===== config.mk =====
export PLATFORM = sky130hd
export DESIGN_NAME = page_frame_free_list_allocator_top
export DESIGN_NICKNAME = d
export VERILOG_FILES = /design/src/hw/rtl/pfa_pkg.sv /design/src/hw/rtl/page_frame_free_list_allocator_top.sv /design/src/hw/rtl/pfa_link_mem.sv /design/src/hw/rtl/pfa_engine.sv
export SDC_FILE = /design/constraint.sdc
export NUM_CORES = 2
export LEC_CHECK = 0
export BUFFER_PORTS_ARGS = -buffer_cell sky130_fd_sc_hd__buf_2
export CORE_MARGIN = 3
export CORE_UTILIZATION = 68
export DETAILED_ROUTE_END_ITERATION = 10
export PLACE_DENSITY = 0.85
export SYNTH_ARGS = -nofsm -noshare
export SYNTH_HDL_FRONTEND = slang
export SYNTH_SLANG_ARGS = --single-unit

===== constraint.sdc =====
create_clock -name clk -period 14.7 [get_ports clk]
set_clock_uncertainty 0.2 [all_clocks]
set_input_delay 0 -clock clk [delete_from_list [all_inputs] [get_ports clk]]
set_output_delay 0 -clock clk [all_outputs]
set_load 0.01 [all_outputs]

===== src/hw/rtl/pfa_pkg.sv =====
// Shared types and constants for the page frame free list allocator.
// No dependencies.
package pfa_pkg;

    localparam int PAGE_TOTAL_DEF  = 128;
    localparam int PAGE_SHIFT_DEF  = 21;
    localparam int MAX_REQUEST_DEF = 64;

    localparam int PAGE_W   = 7;
    localparam int COUNT_W  = 7;
    localparam int ADDR_W   = 28;
    localparam int STATUS_W = 2;

    localparam logic OP_ALLOC = 1'b0;
    localparam logic OP_FREE  = 1'b1;

    localparam logic [STATUS_W-1:0] STATUS_GRANTED = 2'd0;
    localparam logic [STATUS_W-1:0] STATUS_SHORT   = 2'd1;
    localparam logic [STATUS_W-1:0] STATUS_ZERO    = 2'd2;

    typedef struct packed {
        logic wr_en;
        logic rd_en;
    } pfa_mem_cmd_t;

endpackage


===== src/hw/rtl/page_frame_free_list_allocator_top.sv =====
// Page frame free list allocator, top level. An allocation of N pages first makes N
// dependent next-link reads to check the list, then pops one result per cycle while
// the output is not stalled. A free gives no result; one that ends a run also splices it.
// Throughput is set by the single read port of the next-link store.
// After reset a clearing pass writes every page's link to build the list; input stalls meanwhile.
// Depends on pfa_pkg, pfa_link_mem and pfa_engine.
module page_frame_free_list_allocator_top #(
    parameter int PAGE_TOTAL  = pfa_pkg::PAGE_TOTAL_DEF,
    parameter int PAGE_SHIFT  = pfa_pkg::PAGE_SHIFT_DEF,
    parameter int MAX_REQUEST = pfa_pkg::MAX_REQUEST_DEF
) (
    input  logic                           clk,
    input  logic                           rst_n,
    input  logic                           in_valid,
    output logic                           in_stall,
    input  logic                           opcode,
    input  logic [pfa_pkg::COUNT_W-1:0]    page_count,
    input  logic [pfa_pkg::PAGE_W-1:0]     freed_page,
    input  logic                           run_end,
    output logic                           out_valid,
    input  logic                           out_stall,
    output logic [pfa_pkg::PAGE_W-1:0]     granted_page,
    output logic [pfa_pkg::ADDR_W-1:0]     page_address,
    output logic [pfa_pkg::STATUS_W-1:0]   status,
    output logic                           last_of_run
);

    localparam int IDX_W  = $clog2(PAGE_TOTAL);
    localparam int LINK_W = $clog2(PAGE_TOTAL + 1);

    pfa_pkg::pfa_mem_cmd_t mem_cmd;
    logic [IDX_W-1:0]      mem_waddr;
    logic [LINK_W-1:0]     mem_wdata;
    logic [IDX_W-1:0]      mem_raddr;
    logic [LINK_W-1:0]     mem_rdata;

    pfa_link_mem #(
        .DEPTH (PAGE_TOTAL),
        .AW    (IDX_W),
        .DW    (LINK_W)
    ) u_link_mem (
        .clk   (clk),
        .cmd   (mem_cmd),
        .waddr (mem_waddr),
        .wdata (mem_wdata),
        .raddr (mem_raddr),
        .rdata (mem_rdata)
    );

    pfa_engine #(
        .PAGE_TOTAL  (PAGE_TOTAL),
        .PAGE_SHIFT  (PAGE_SHIFT),
        .MAX_REQUEST (MAX_REQUEST),
        .IDX_W       (IDX_W),
        .LINK_W      (LINK_W)
    ) u_engine (
        .clk          (clk),
        .rst_n        (rst_n),
        .in_valid     (in_valid),
        .in_stall     (in_stall),
        .opcode       (opcode),
        .page_count   (page_count),
        .freed_page   (freed_page),
        .run_end      (run_end),
        .out_valid    (out_valid),
        .out_stall    (out_stall),
        .granted_page (granted_page),
        .page_address (page_address),
        .status       (status),
        .last_of_run  (last_of_run),
        .mem_cmd      (mem_cmd),
        .mem_waddr    (mem_waddr),
        .mem_wdata    (mem_wdata),
        .mem_raddr    (mem_raddr),
        .mem_rdata    (mem_rdata)
    );

endmodule


===== src/hw/rtl/pfa_link_mem.sv =====
// Next-link store: one write port and one read port with registered read data.
// Depends on pfa_pkg for the command struct.
module pfa_link_mem #(
    parameter int DEPTH = pfa_pkg::PAGE_TOTAL_DEF,
    parameter int AW    = $clog2(pfa_pkg::PAGE_TOTAL_DEF),
    parameter int DW    = $clog2(pfa_pkg::PAGE_TOTAL_DEF + 1)
) (
    input  logic                  clk,
    input  pfa_pkg::pfa_mem_cmd_t cmd,
    input  logic [AW-1:0]         waddr,
    input  logic [DW-1:0]         wdata,
    input  logic [AW-1:0]         raddr,
    output logic [DW-1:0]         rdata
);

    logic [DW-1:0] mem [DEPTH];
    logic [DW-1:0] rdata_reg;

    always_ff @(posedge clk)
    begin
        if (cmd.wr_en)
        begin
            mem[waddr] <= wdata;
        end
        if (cmd.rd_en)
        begin
            rdata_reg <= mem[raddr];
        end
    end

    assign rdata = rdata_reg;

endmodule


===== src/hw/rtl/pfa_engine.sv =====
// Allocation and free sequencer with the result register.
// Depends on pfa_pkg; drives the next-link store in pfa_link_mem.
module pfa_engine #(
    parameter int PAGE_TOTAL  = pfa_pkg::PAGE_TOTAL_DEF,
    parameter int PAGE_SHIFT  = pfa_pkg::PAGE_SHIFT_DEF,
    parameter int MAX_REQUEST = pfa_pkg::MAX_REQUEST_DEF,
    parameter int IDX_W       = $clog2(pfa_pkg::PAGE_TOTAL_DEF),
    parameter int LINK_W      = $clog2(pfa_pkg::PAGE_TOTAL_DEF + 1)
) (
    input  logic                           clk,
    input  logic                           rst_n,
    input  logic                           in_valid,
    output logic                           in_stall,
    input  logic                           opcode,
    input  logic [pfa_pkg::COUNT_W-1:0]    page_count,
    input  logic [pfa_pkg::PAGE_W-1:0]     freed_page,
    input  logic                           run_end,
    output logic                           out_valid,
    input  logic                           out_stall,
    output logic [pfa_pkg::PAGE_W-1:0]     granted_page,
    output logic [pfa_pkg::ADDR_W-1:0]     page_address,
    output logic [pfa_pkg::STATUS_W-1:0]   status,
    output logic                           last_of_run,
    output pfa_pkg::pfa_mem_cmd_t          mem_cmd,
    output logic [IDX_W-1:0]               mem_waddr,
    output logic [LINK_W-1:0]              mem_wdata,
    output logic [IDX_W-1:0]               mem_raddr,
    input  logic [LINK_W-1:0]              mem_rdata
);

    localparam int COUNT_W  = pfa_pkg::COUNT_W;
    localparam int PAGE_W   = pfa_pkg::PAGE_W;
    localparam int ADDR_W   = pfa_pkg::ADDR_W;
    localparam int STATUS_W = pfa_pkg::STATUS_W;
    localparam logic [LINK_W-1:0] NULL_LINK = LINK_W'(PAGE_TOTAL);
    localparam logic [IDX_W-1:0]  LAST_IDX  = IDX_W'(PAGE_TOTAL - 1);

    typedef enum logic [2:0] {
        ST_CLEAR,
        ST_IDLE,
        ST_WALK,
        ST_POP,
        ST_REPORT,
        ST_SPLICE
    } state_t;

    state_t                state_reg, state_next;
    logic [LINK_W-1:0]     head_reg, head_next;
    logic [LINK_W-1:0]     cur_reg, cur_next;
    logic [IDX_W-1:0]      run_first_reg, run_first_next;
    logic [IDX_W-1:0]      run_latest_reg, run_latest_next;
    logic                  run_open_reg, run_open_next;
    logic [COUNT_W-1:0]    count_reg, count_next;
    logic [COUNT_W-1:0]    step_reg, step_next;
    logic [IDX_W-1:0]      clr_idx_reg, clr_idx_next;
    logic [STATUS_W-1:0]   report_reg, report_next;
    logic                  out_valid_reg, out_valid_next;
    logic [PAGE_W-1:0]     out_page_reg, out_page_next;
    logic [ADDR_W-1:0]     out_addr_reg, out_addr_next;
    logic [STATUS_W-1:0]   out_status_reg, out_status_next;
    logic                  out_last_reg, out_last_next;

    logic                  out_free;
    logic                  rdata_null;
    logic                  head_null;
    logic                  in_range;
    logic [IDX_W-1:0]      in_page;
    logic [IDX_W-1:0]      cur_idx;

    assign out_free   = !out_valid_reg || !out_stall;
    assign rdata_null = mem_rdata >= NULL_LINK;
    assign head_null  = head_reg >= NULL_LINK;
    assign in_range   = 32'(freed_page) < 32'(PAGE_TOTAL);
    assign in_page    = IDX_W'(freed_page);
    assign cur_idx    = IDX_W'(cur_reg);

    always_comb
    begin
        state_next      = state_reg;
        head_next       = head_reg;
        cur_next        = cur_reg;
        run_first_next  = run_first_reg;
        run_latest_next = run_latest_reg;
        run_open_next   = run_open_reg;
        count_next      = count_reg;
        step_next       = step_reg;
        clr_idx_next    = clr_idx_reg;
        report_next     = report_reg;
        out_valid_next  = out_valid_reg && out_stall;
        out_page_next   = out_page_reg;
        out_addr_next   = out_addr_reg;
        out_status_next = out_status_reg;
        out_last_next   = out_last_reg;
        mem_cmd         = '0;
        mem_waddr       = '0;
        mem_wdata       = '0;
        mem_raddr       = '0;

        case (state_reg)
            ST_CLEAR:
            begin
                mem_cmd.wr_en = 1'b1;
                mem_waddr     = clr_idx_reg;
                mem_wdata     = (clr_idx_reg == '0) ? NULL_LINK
                                                    : LINK_W'(clr_idx_reg) - LINK_W'(1);
                clr_idx_next  = clr_idx_reg + IDX_W'(1);
                if (clr_idx_reg == LAST_IDX)
                begin
                    state_next = ST_IDLE;
                end
            end
            ST_IDLE:
            begin
                if (in_valid)
                begin
                    if (opcode == pfa_pkg::OP_ALLOC)
                    begin
                        count_next = page_count;
                        if (page_count == '0)
                        begin
                            report_next = pfa_pkg::STATUS_ZERO;
                            state_next  = ST_REPORT;
                        end
                        else if (page_count > COUNT_W'(MAX_REQUEST) || head_null)
                        begin
                            report_next = pfa_pkg::STATUS_SHORT;
                            state_next  = ST_REPORT;
                        end
                        else
                        begin
                            mem_cmd.rd_en = 1'b1;
                            mem_raddr     = IDX_W'(head_reg);
                            step_next     = COUNT_W'(1);
                            state_next    = ST_WALK;
                        end
                    end
                    else
                    begin
                        if (in_range)
                        begin
                            if (run_open_reg)
                            begin
                                mem_cmd.wr_en = 1'b1;
                                mem_waddr     = run_latest_reg;
                                mem_wdata     = LINK_W'(in_page);
                            end
                            else
                            begin
                                run_first_next = in_page;
                                run_open_next  = 1'b1;
                            end
                            run_latest_next = in_page;
                        end
                        if (run_end && (run_open_reg || in_range))
                        begin
                            state_next = ST_SPLICE;
                        end
                    end
                end
            end
            ST_WALK:
            begin
                if (step_reg == count_reg)
                begin
                    mem_cmd.rd_en = 1'b1;
                    mem_raddr     = IDX_W'(head_reg);
                    cur_next      = head_reg;
                    step_next     = COUNT_W'(1);
                    state_next    = ST_POP;
                end
                else if (rdata_null)
                begin
                    report_next = pfa_pkg::STATUS_SHORT;
                    state_next  = ST_REPORT;
                end
                else
                begin
                    mem_cmd.rd_en = 1'b1;
                    mem_raddr     = IDX_W'(mem_rdata);
                    step_next     = step_reg + COUNT_W'(1);
                end
            end
            ST_POP:
            begin
                if (out_free)
                begin
                    out_valid_next  = 1'b1;
                    out_page_next   = PAGE_W'(cur_idx);
                    out_addr_next   = ADDR_W'(cur_idx) << PAGE_SHIFT;
                    out_status_next = pfa_pkg::STATUS_GRANTED;
                    out_last_next   = step_reg == count_reg;
                    cur_next        = mem_rdata;
                    step_next       = step_reg + COUNT_W'(1);
                    if (!rdata_null)
                    begin
                        mem_cmd.rd_en = 1'b1;
                        mem_raddr     = IDX_W'(mem_rdata);
                    end
                    if (step_reg == count_reg)
                    begin
                        head_next  = mem_rdata;
                        state_next = ST_IDLE;
                    end
                end
                else
                begin
                    mem_cmd.rd_en = 1'b1;
                    mem_raddr     = cur_idx;
                end
            end
            ST_REPORT:
            begin
                if (out_free)
                begin
                    out_valid_next  = 1'b1;
                    out_page_next   = '0;
                    out_addr_next   = '0;
                    out_status_next = report_reg;
                    out_last_next   = 1'b1;
                    state_next      = ST_IDLE;
                end
            end
            ST_SPLICE:
            begin
                mem_cmd.wr_en = 1'b1;
                mem_waddr     = run_latest_reg;
                mem_wdata     = head_reg;
                head_next     = LINK_W'(run_first_reg);
                run_open_next = 1'b0;
                state_next    = ST_IDLE;
            end
            default:
            begin
                state_next = ST_IDLE;
            end
        endcase
    end

    always_ff @(posedge clk or negedge rst_n)
    begin
        if (!rst_n)
        begin
            state_reg      <= ST_CLEAR;
            head_reg       <= LINK_W'(PAGE_TOTAL - 1);
            cur_reg        <= '0;
            run_first_reg  <= '0;
            run_latest_reg <= '0;
            run_open_reg   <= 1'b0;
            count_reg      <= '0;
            step_reg       <= '0;
            clr_idx_reg    <= '0;
            report_reg     <= pfa_pkg::STATUS_GRANTED;
            out_valid_reg  <= 1'b0;
            out_page_reg   <= '0;
            out_addr_reg   <= '0;
            out_status_reg <= pfa_pkg::STATUS_GRANTED;
            out_last_reg   <= 1'b0;
        end
        else
        begin
            state_reg      <= state_next;
            head_reg       <= head_next;
            cur_reg        <= cur_next;
            run_first_reg  <= run_first_next;
            run_latest_reg <= run_latest_next;
            run_open_reg   <= run_open_next;
            count_reg      <= count_next;
            step_reg       <= step_next;
            clr_idx_reg    <= clr_idx_next;
            report_reg     <= report_next;
            out_valid_reg  <= out_valid_next;
            out_page_reg   <= out_page_next;
            out_addr_reg   <= out_addr_next;
            out_status_reg <= out_status_next;
            out_last_reg   <= out_last_next;
        end
    end

    assign in_stall     = state_reg != ST_IDLE;
    assign out_valid    = out_valid_reg;
    assign granted_page = out_page_reg;
    assign page_address = out_addr_reg;
    assign status       = out_status_reg;
    assign last_of_run  = out_last_reg;

endmodule


==> metrics.sh <==
SYNTH.LIB_CELLS_USED.DISTINCT=76
DRTANTENNAVIOLNETS=0
WORST_EP_ARRIVAL_TIME_NS=7.35
CRIT_END_CATEGORY='register'
FF2FF_PATH_DEPTH=11
TIMING_WORST_SLEW_PIN_VALUE_NS=1.30
DP_WORST_SETUP_SLACK_NS=8.17
SYNTH_COMMONEST_CELLS='sky130_fd_sc_hd__edfxtp_1 (1032), sky130_fd_sc_hd__nand2_1 (567), sky130_fd_sc_hd__nor2_1 (202)'
GLOBALROUTE.TOTALOVERFLOW=0
DR.PASS1.ITERS=10
TOP_USAGE_LAYER='met2'
TIMING.FINAL.MAX_SLEW_VIOLATIONS=0
DRC=2
SYNTH_TOP_AREA_SHARE=0.686
NUMPLACEDINSTANCES=3827
POWER_DENSITY_nW_PER_UM2=120
CTS_POST_SETUP_BUFFERS_INSERTED=0
FIRST_ITER_VIOLATIONS=5194
NUM-NETS-FINAL=3144
WORST_PATH_MOST_REPEATED_CELL='sky130_fd_sc_hd__and3_1'
ROUTE.VIAS.TOTAL=28800
WORST_HOLD_STARTPOINT='opcode'
R2R_END='u_link_mem.rdata[2]$_DFFE_PP_'
POWER.SHARE.SEQUENTIAL=0.564
SYNTHESIS.AREA_SQ_UM=45200
FP.DIEH_MICRONS=264
PORT_BUFFERS=38
CRITPATHBUFINV=1
SINKS_ON_CLOCK_NET=1099
SHARE_CLK_OF_TOTAL_POWER=0.432
DRT-VIAS-PER-INSTANCE=7.08
SETUP_TOTAL_NEGATIVE_SLACK_NS=0
SEQ_CELLS_POST_SYNTH=1099
CRITICAL_PATH.MAX_FANOUT=168
P_TOTAL_mW=5.98
PLACE_CONGESTION=0.937
AREA_OF_THE_CORE_REGION_SQ_UM=65000
TOTAL_LEAKAGE_POWER_nW=16.7
RSZ_0062_RAISED_AFTER_GLOBAL_ROUTING='false'
IO_PINS=60
MAX_SLEW_MARGIN=0.132
WL_PER_CELL_MICRONS=28.9
GRT_UTIL_MET3=0.0890
COMBPWRFRAC=0.004
CTS_HOLD_REPAIR.BUFFERS=41
FINALSETUPVIOLCOUNT=0
START_UTIL=0.694
FINAL_CORE_UTILIZATION=0.763
LARGEST_STAGE_DELAY_WORST_PATH_NS=1.03
POST_SYNTH.CELL_AREA_AVG_SQ_UM=14.7
NETLIST_INSTANCES=3071
YOSYSTOPAREACELL='sky130_fd_sc_hd__edfxtp_1'
CP_SLOWEST_CELL='sky130_fd_sc_hd__a221o_4'
SYNTHARSTFLOPSHARE=0.0610
SYNTH_TO_LAYOUT_AREA_GROWTH_PCT=9.83
RESULT_OF_THE_RUN='finished, violations left'
HIGHEST_CLOCK_FREQUENCY_THE_DESIGN_CAN_MEET_MHz=139
CRITICAL_PATH.STARTPOINT_TYPE='register'
GROUTE.LAYER.MET1.USAGE=0.453
FINALINSTANCEAREA_SQ_UM=49600
CRITPATHTOPFAMILY='compound AO/OA/AOI/OAI gates'
CTS-ROOT-TO-SINK-BUFFERS=3
FIN_HOLD_WS_NS=0.0817
GROUTE.LAYER.MET2.USAGE=0.515
WORST-ENDPOINT-REQUIRED_NS=14.86
TRACK_USAGE=0.337
YS_DOMINANT_REG_CELL='sky130_fd_sc_hd__edfxtp_1'
SWITCHING_POWER_SUMMED_OVER_ALL_NETS_mW=1.16
SYNTH.YOSYS.WARNINGS=0
TIMING.FINAL.WS_SETUP_NS=7.51
POST-DP-HPWL_MM=66.7
CRIT_PATH_TIME_FINAL_NS=7.19
NUMBER_OF_ENABLE_TYPE_REGISTER_CELLS_IN_THE_SYNTHESIZED_NETLIST=1032
NUM_ROWS=93
LEADING_POST_SYNTHESIS_CELLS_BY_CELL_AREA='sky130_fd_sc_hd__edfxtp_1 (69%), sky130_fd_sc_hd__nand2_1 (4.7%), sky130_fd_sc_hd__mux2i_1 (3.7%)'
WORST_CASE_HOLD_PATH_END_POINT='u_engine.state_reg[0]$_DFFE_PN0P_'
POST_CTS.RESIZED_INSTANCES=0
GRT_ANTENNA_BEFORE_REPAIR=1
CRIT_TYPE='reg -> reg'
VIOLATIONS='design-rule violations'
MIN_PERIOD_OVER_PERIOD=0.489
LARGEST_REG_FLOPS=1024
MAXCAPVIOLATIONS=0
CELL_INTERNAL_POWER_mW=4.82
GRT_PASS1_WL_MM=176
CRIT_CHAIN='nand2_1 > nor4_2 > and3_1 > or2_1 > a221o_4 > buf_12 > mux2i_1 > o2111ai_1 > and3_1 > o311ai_0 > a32oi_1'
YS_SEQ_AREA_FRAC=0.723
GRT_PASS1_VIAS=28000
MOST_NUMEROUS_CELL_IN_THE_YOSYS_NETLIST='sky130_fd_sc_hd__edfxtp_1'
SWITCHING_SHARE=0.193
DIE_X_EXTENT_MICRONS=264
WORSTSKEWPAIRLATENCY_NS=0.69
WORST_R2R_STARTPOINT='u_engine.state_reg[0]$_DFFE_PN0P_'
STDCELL_COUNT=4065
HTREEDEPTH=3
RRSETUPSLACK_NS=7.51
HOLD_VIOLATIONS_FINAL=0
WORST_SETUP_HOLD_PATH_CLK_SLEW_NS=0.06
POWER.IR.VDD_WORST_mV=0.0967
WORST_HOLD_DEPTH=4
POSTPLACECELLAREA_SQ_UM=45900
HOLD_PATH_CLASS='in -> reg'
CTS_BUFFERS=105
DIEAREA_SQ_UM=69500
GRT_START_MAX_NET_PINS=169
CTS_ROOT_BUF='sky130_fd_sc_hd__clkbuf_16'
TRITONCTS='built'
WIRELENGTH_MM=118
DRIVE_GT1_FRAC=0.124
==> power by group through the flow <==
stage | Sequential, mW | Clock (mW) | Combinational, mW
floorplan | 3.44 | 0 | 0.00876
global placement | 3.44 | 0 | 0.0125
detailed placement | 3.44 | 0 | 0.0129
CTS | 3.37 | 2.59 | 0.0206
global route | 3.37 | 2.71 | 0.0235
finish | 3.37 | 2.58 | 0.0214
==> layer usage <==
| metal | share of wire | wire length [microns] | up-vias |
|---|---|---|---|
| met5 | 0.00011 | 13 | - |
| met4 | 0.063 | 7380 | 2 |
| met3 | 0.14 | 16700 | 530 |
| met2 | 0.46 | 54300 | 2533 |
| met1 | 0.33 | 39200 | 13900 |
| li1 | - | - | 11800 |
==> final cells by class <==
cell class | count | area, sq um
Inverter | 5 | 18.8
Clock inverter | 64 | 488
Tap cell | 855 | 1070
Clock buffer | 131 | 2770
Multi-Input combinational cell | 1778 | 11600
Timing Repair Buffer | 131 | 1000
Fill cell | 3311 | 15400
Antenna cell | 2 | 5.00
Sequential cell | 1099 | 32700
==> logic make-up (layout without fill, tap and decap cells) <==
kind of cell	Yosys count	after routing	synth area share
DFF	1099	1099	0.723
and+or+nand+nor	1045	1045	0.0983
AOI/OAI and AO/OA	391	391	0.0646
muxes	294	294	0.0826
buffers and inverters	214	331	0.0253
xor gates and xnor gates	23	23	0.00446
adders and majority gates	4	4	0.00111
other	1	23	0.0000830
==> worst max path at each step <==
| stage | start | endpoint | slack (ns) | cells past startpoint |
|---|---|---|---|---|
| CTS | u_engine.state_reg[0]$_DFFE_PN0P_ | u_link_mem.rdata[4]$_DFFE_PP_ | 8.00 | 11 |
| detailed placement | u_engine.state_reg[0]$_DFFE_PN0P_ | u_link_mem.rdata[2]$_DFFE_PP_ | 8.17 | 11 |
| floorplan | u_engine.state_reg[1]$_DFFE_PN0P_ | u_link_mem.mem[0][2]$_DFFE_PP_ | 6.55 | 6 |
| global route | u_engine.state_reg[0]$_DFFE_PN0P_ | u_link_mem.rdata[2]$_DFFE_PP_ | 7.42 | 11 |
| global placement | u_engine.state_reg[0]$_DFFE_PN0P_ | u_link_mem.rdata[2]$_DFFE_PP_ | 8.39 | 11 |
| finish | u_engine.state_reg[0]$_DFFE_PN0P_ | u_link_mem.rdata[2]$_DFFE_PP_ | 7.51 | 11 |
==> cell usage in the layout (no fill, tap or decap), types with 8 or more instances in the layout <==
master                             n
sky130_fd_sc_hd__mux2i_1         167
sky130_fd_sc_hd__a32oi_1          20
sky130_fd_sc_hd__clkinv_1         36
sky130_fd_sc_hd__nor3_1           23
sky130_fd_sc_hd__mux4_2           56
sky130_fd_sc_hd__dfrtp_1          60
sky130_fd_sc_hd__o311a_1          18
sky130_fd_sc_hd__o22ai_1          30
sky130_fd_sc_hd__a22o_1           10
sky130_fd_sc_hd__a32o_1           27
sky130_fd_sc_hd__nand2_1         566
sky130_fd_sc_hd__nand3_1         157
sky130_fd_sc_hd__mux2_2           71
sky130_fd_sc_hd__a311oi_1         12
sky130_fd_sc_hd__nand4_1          27
sky130_fd_sc_hd__a31oi_1          39
sky130_fd_sc_hd__xnor2_1          14
sky130_fd_sc_hd__a211oi_1         29
sky130_fd_sc_hd__o311ai_0         10
sky130_fd_sc_hd__clkbuf_1         24
sky130_fd_sc_hd__buf_4            51
sky130_fd_sc_hd__o2111ai_1         8
sky130_fd_sc_hd__a21oi_1          62
sky130_fd_sc_hd__and3_1           27
sky130_fd_sc_hd__edfxtp_1       1032
sky130_fd_sc_hd__nor2_1          201
sky130_fd_sc_hd__a221oi_1          8
sky130_fd_sc_hd__conb_1           21
sky130_fd_sc_hd__buf_2            38
sky130_fd_sc_hd__a22oi_1          28
sky130_fd_sc_hd__clkbuf_16       107
sky130_fd_sc_hd__clkinv_2         11
sky130_fd_sc_hd__dlygate4sd3_1    41
sky130_fd_sc_hd__xor2_1            9
sky130_fd_sc_hd__o21ai_0          26
==> worst min-delay path: cells and delay by family <==
kind / cells / cell delay (ns)
buf+inv: 2 / 0.66
simple gates: 2 / 0.25
Power figures use the tool's default switching activity.
